**config.mk**
```make
export PLATFORM = sky130hd
export DESIGN_NAME = mlft_front
export DESIGN_NICKNAME = d
export VERILOG_FILES = /design/src/rtl/mlft_pkg.sv /design/src/rtl/mlft_front.sv
export SDC_FILE = /design/constraint.sdc
export NUM_CORES = 1
export LEC_CHECK = 0
export ABC_AREA = 1
export BUFFER_PORTS_ARGS = -buffer_cell sky130_fd_sc_hd__buf_4
export CAP_MARGIN = 15
export CORE_UTILIZATION = 50
export CTS_BUF_LIST = sky130_fd_sc_hd__clkbuf_8
export DETAILED_ROUTE_END_ITERATION = 10
export PLACE_DENSITY = 0.77
export SETUP_SLACK_MARGIN = 0.05
export SLEW_MARGIN = 10
export SYNTH_ARGS = -nofsm -noshare
export SYNTH_HDL_FRONTEND = slang
export SYNTH_SLANG_ARGS = --single-unit
```
**constraint.sdc**
```tcl
create_clock -name clk -period 4.9 [get_ports clk]
set_input_delay 0 -clock clk [delete_from_list [all_inputs] [get_ports clk]]
set_output_delay 0 -clock clk [all_outputs]
set_load 0.02 [all_outputs]
```
**src/rtl/mlft_pkg.sv**
```systemverilog
// ============================================================================
// mlft_pkg: shared types and constants for the MPLS label forwarding table
// Request and response payloads, operation and status codes.
// ============================================================================
package mlft_pkg;

    localparam int unsigned LABEL_W         = 20;
    localparam int unsigned TABLE_DEPTH_DEF = 64;
    localparam int unsigned MAX_OPS_DEF     = 2;
    localparam int unsigned IF_WIDTH_DEF    = 8;
    localparam logic [LABEL_W-1:0] FIRST_LABEL = 20'd15;
    localparam logic [LABEL_W-1:0] LAST_LABEL  = 20'hFFFFF;

    localparam logic [1:0] OPER_RESOLVE = 2'd0;
    localparam logic [1:0] OPER_INSTALL = 2'd1;
    localparam logic [1:0] OPER_REMOVE  = 2'd2;
    localparam logic [1:0] OPER_BAD     = 2'd3;

    localparam logic [1:0] LOP_PUSH = 2'd0;
    localparam logic [1:0] LOP_SWAP = 2'd1;
    localparam logic [1:0] LOP_POP  = 2'd2;
    localparam logic [1:0] LOP_BAD  = 2'd3;

    localparam logic [2:0] ST_OK        = 3'd0;
    localparam logic [2:0] ST_MISS      = 3'd1;
    localparam logic [2:0] ST_FULL      = 3'd2;
    localparam logic [2:0] ST_EXHAUSTED = 3'd3;
    localparam logic [2:0] ST_BAD       = 3'd4;

    typedef struct packed {
        logic [1:0]         operation;
        logic [LABEL_W-1:0] in_label;
        logic               allocate_new;
        logic               in_if_any;
        logic [7:0]         in_interface;
        logic [7:0]         out_interface;
        logic [1:0]         op_count;
        logic [1:0]         op0_code;
        logic [LABEL_W-1:0] op0_label;
        logic [1:0]         op1_code;
        logic [LABEL_W-1:0] op1_label;
    } req_t;

    typedef struct packed {
        logic [2:0]         status;
        logic [LABEL_W-1:0] label;
        logic [7:0]         found_out_interface;
        logic [1:0]         found_op_count;
        logic [1:0]         found_op0_code;
        logic [LABEL_W-1:0] found_op0_label;
        logic [1:0]         found_op1_code;
        logic [LABEL_W-1:0] found_op1_label;
    } resp_t;

    // Classified command handed from front to back.
    typedef enum logic [1:0] {
        CMD_RESOLVE,
        CMD_INSTALL,
        CMD_REMOVE,
        CMD_REJECT
    } cmd_kind_t;

    typedef struct packed {
        cmd_kind_t  kind;
        req_t       req;
    } cmd_t;

    typedef enum logic [2:0] {
        BK_IDLE,
        BK_SCAN,
        BK_SHIFT,
        BK_RESP
    } bk_state_t;

endpackage

```
**src/rtl/mlft_front.sv**
```systemverilog
// ============================================================================
// mlft_front: request intake and classification
// Accepts requests, normalizes operations, and queues commands for the back.
// ============================================================================
module mlft_front #(
    parameter int unsigned MAX_OPS = mlft_pkg::MAX_OPS_DEF
) (
    input  logic          clk,
    input  logic          rst_n,
    input  logic          push,
    output logic          full,
    input  mlft_pkg::req_t data,
    output logic          cmd_valid,
    input  logic          cmd_take,
    output mlft_pkg::cmd_t cmd
);
    import mlft_pkg::*;

    localparam int unsigned SLOTS = (MAX_OPS < 2) ? MAX_OPS : 2;

    cmd_t q_reg [2];
    logic wp_reg, wp_next, rp_reg, rp_next;
    logic [1:0] cnt_reg, cnt_next;
    cmd_t cls;
    logic [1:0] c;
    logic bad;

    always_comb
    begin
        cls.req = data;
        c = (data.op_count > 2'(SLOTS)) ? 2'(SLOTS) : data.op_count;
        cls.req.op_count = c;
        bad = 1'b0;
        if (c < 2'd1)
        begin
            cls.req.op0_code = LOP_PUSH;
            cls.req.op0_label = '0;
        end
        else if (data.op0_code == LOP_BAD)
            bad = 1'b1;
        else if (data.op0_code == LOP_POP)
            cls.req.op0_label = '0;
        if (c < 2'd2)
        begin
            cls.req.op1_code = LOP_PUSH;
            cls.req.op1_label = '0;
        end
        else if (data.op1_code == LOP_BAD)
            bad = 1'b1;
        else if (data.op1_code == LOP_POP)
            cls.req.op1_label = '0;
        if (data.in_if_any)
            cls.req.in_interface = '0;
        case (data.operation)
            OPER_RESOLVE: cls.kind = CMD_RESOLVE;
            OPER_REMOVE:  cls.kind = CMD_REMOVE;
            OPER_INSTALL: cls.kind = bad ? CMD_REJECT : CMD_INSTALL;
            default:      cls.kind = CMD_REJECT;
        endcase
    end

    assign full      = (cnt_reg == 2'd2);
    assign cmd_valid = (cnt_reg != 2'd0);
    assign cmd       = q_reg[rp_reg];

    always_comb
    begin
        wp_next  = wp_reg;
        rp_next  = rp_reg;
        cnt_next = cnt_reg;
        if (push && !full)
        begin
            wp_next  = ~wp_reg;
            cnt_next = cnt_next + 2'd1;
        end
        if (cmd_take && cmd_valid)
        begin
            rp_next  = ~rp_reg;
            cnt_next = cnt_next - 2'd1;
        end
    end

    always_ff @(posedge clk or negedge rst_n)
    begin
        if (!rst_n)
        begin
            wp_reg  <= 1'b0;
            rp_reg  <= 1'b0;
            cnt_reg <= 2'd0;
        end
        else
        begin
            wp_reg  <= wp_next;
            rp_reg  <= rp_next;
            cnt_reg <= cnt_next;
        end
    end

    always_ff @(posedge clk)
    begin
        if (push && !full)
            q_reg[wp_reg] <= cls;
    end

endmodule

```
==> flow_summary_export.csv <==
group,metric,value,unit
status,outcome,"finished clean",
finish,stdcell_area,0.00984,mm2
power_and_ir_drop,ir_drop,0.293,mV
sta,hold_viol_final,0,
detailed_routing,routedWlPerCell,14.9,um
synthesis,synth-seq-cells,180,
die,io_pins,180,
finish,final_common_cell,"nand2_1",
clock_tree,cts_max_path_buffers,2,
global_route,grt_antenna_before_repair,0,
synthesis,synthesis.nets,713,
die,row_count,43,
synthesis,postSynthCellCount,621,
clock_tree,clk_latency,0.46,ns
detailed_routing,via_count,5221,
detailed_routing,first_iter_violations,433,
clock_tree,cts_made_buffers,17,
worst_setup_path,required,5.01,ns
clock_tree,cts_max_level,4,
worst_setup_path,reg2reg_slack,2.09,ns
finish,largest_reg_flops,176,
global_route,grtUsageTotal,22.5,%
sta,tightest_slew,1.19,ns
global_route,grt_pass1_vias,5181,
sta,whs,0.275,ns
global_route,overflow,0,
sta,final.setup.worst_slack,2.09,ns
placed_design,place.gp.congestion,0.777,
clock_tree,postCtsSetupRepairBufs,0,
clock_tree,hold_buffers,90,
clock_tree,cts_tree,"yes",
finish,fillers,927,
clock_tree,post_cts_resized,0,
synthesis,yosysSeqAreaShare,75.3,%
sta,slew-limit-headroom,20.6,%
sta,setup_viol,0,
synthesis,syn_area,0.00715,mm2
sta,post-route-min-period,2.81,ns
die,die_h,122,um
finish,diodes,0,
detailed_routing,wl,16.1,mm
clock_tree,cts_sinks,180,
sta,fin_worst_skew,0.0132,ns
worst_setup_path,path_max_fanout,37,
worst_setup_path,cp-end-kind,"flip-flop",
die,die_width,122,um
flow_run,maxCapViolCount,0,
detailed_routing,drtPass1Iterations,5,
sta,slew_violations,0,
finish,multi_input_area,0.00144,mm2
sta,fmax,356,MHz
sta,rsz0062_at_grt,"no",
clock_tree,clk_pin_slew,0.08,ns
synthesis,yosys_warnings,0,
finish,final_cell_mix,"nand2_1 (300), buf_4 (184), edfxtp_1 (176)",
finish,nNetsFinal,978,
clock_tree,root_buffer,"clkbuf_8",
synthesis,syn_area_per_cell,11.5,um2
die,initial_core_util,51.3,%
die,die_area,0.0148,mm2
finish,seq_area,0.00539,mm2
detailed_routing,avgViaCountPerCell,4.84,
finish,synthToLayoutAreaGrowth,37.6,%
detailed_routing,drc_errors,0,
global_route,grt_pass1_wl,24.7,mm
hold_path,hold_class,"in2reg",
finish,fin_util,70.6,%
power_and_ir_drop,p_leak,0.00444,uW
placed_design,port_buffers,179,
global_route,grt_max_degree,90,
power_and_ir_drop,power_density,545,mW/mm2
worst_setup_path,worst_ep_arrival_time,2.92,ns
placed_design,pre_cts_slack,2.06,ns
synthesis,synth.distinct_cells,14,
finish,drive_gt1_share,24.0,%
worst_setup_path,path_class,"reg2reg",
sta,finalCritPeriodShare,57.4,%
detailed_routing,drtAntennaViolNets,0,
placed_design,place_area,0.00860,mm2
die,core_area,0.0139,mm2
worst_setup_path,worst_setup_path_start_kind,"flip-flop",
placed_design,hpwl,9.26,mm
## per-stage QoR
stage          setup TNS (ns)  instances  total power (uW)
2_1_floorplan          -49.62        621              3590
5_1_grt                     0       1079              5660
6_report                    0       1079              5360
3_5_place_dp                0        957              4460
4_1_cts                     0       1079              5390
3_3_place_gp                0        957              4400
## cells in the mapped netlist
cell type	count	area, um2
ha_1	2	25.0
buf_2	15	75.1
inv_4	1	6.26
inv_1	44	165
nand3_1	7	35.0
dfrtp_1	4	100
buf_4	6	45.0
nand2_2	1	6.26
buf_6	4	45.0
nand2_1	300	1130
nor2_1	56	210
xor2_1	2	17.5
clkbuf_1	3	11.3
edfxtp_1	176	5290
## final timing paths
path	from	end	depth (start not counted)
min	data[74]	q_reg[0][74]$_DFFE_PP_	2
max reg2reg	cnt_reg[0]$_DFF_PN0_	q_reg[0][70]$_DFFE_PP_	6
min in group asynchronous	rst_n	cnt_reg[1]$_DFF_PN0_	3
max	cnt_reg[0]$_DFF_PN0_	q_reg[0][70]$_DFFE_PP_	6
max in group asynchronous	rst_n	rp_reg$_DFFE_PN0N_	3
min reg2reg	cnt_reg[0]$_DFF_PN0_	cnt_reg[0]$_DFF_PN0_	3
## report_power, final
part	switching (uW)	internal, uW
clock network	484	386
logic	1480	798
registers	93.2	2120
total	2050	3310
## kinds of logic after synthesis
family	count (synthesis)	share of synthesized area [%]
AND/OR/NAND/NOR	364	19.3
adder cells (fa/ha/maj)	2	0.350
flip-flops	180	75.3
XOR/XNOR	2	0.245
buffers and inverters	73	4.86
## cell type report
cell class | instances | share of cell area, %
Clock buffer | 17 | 2.38
Sequential cell | 180 | 54.7
Multi-Input combinational cell | 368 | 14.6
Inverter | 45 | 1.74
Clock inverter | 15 | 1.06
Timing Repair Buffer | 274 | 23.2
Tap cell | 180 | 2.29
## worst max-delay path: stages, from the launching register on
cell and delay (ns):
dfrtp_1 0.38, inv_1 0.10, ha_1 0.23, inv_1 0.11, nand2_1 0.22, nor2_4 0.89, buf_4 0.52
## layer usage
metal / vias up / share of wire (%) / global-route usage [%]
met5: - / 0 / 0
met3: 34 / 6.1 / 5.81
met1: 2453 / 40 / 26.8
met4: 0 / 2.4 / 10.2
met2: 208 / 52 / 38.4
li1: 2526 / - / -
No activity file was read; power rests on OpenSTA's default activity.
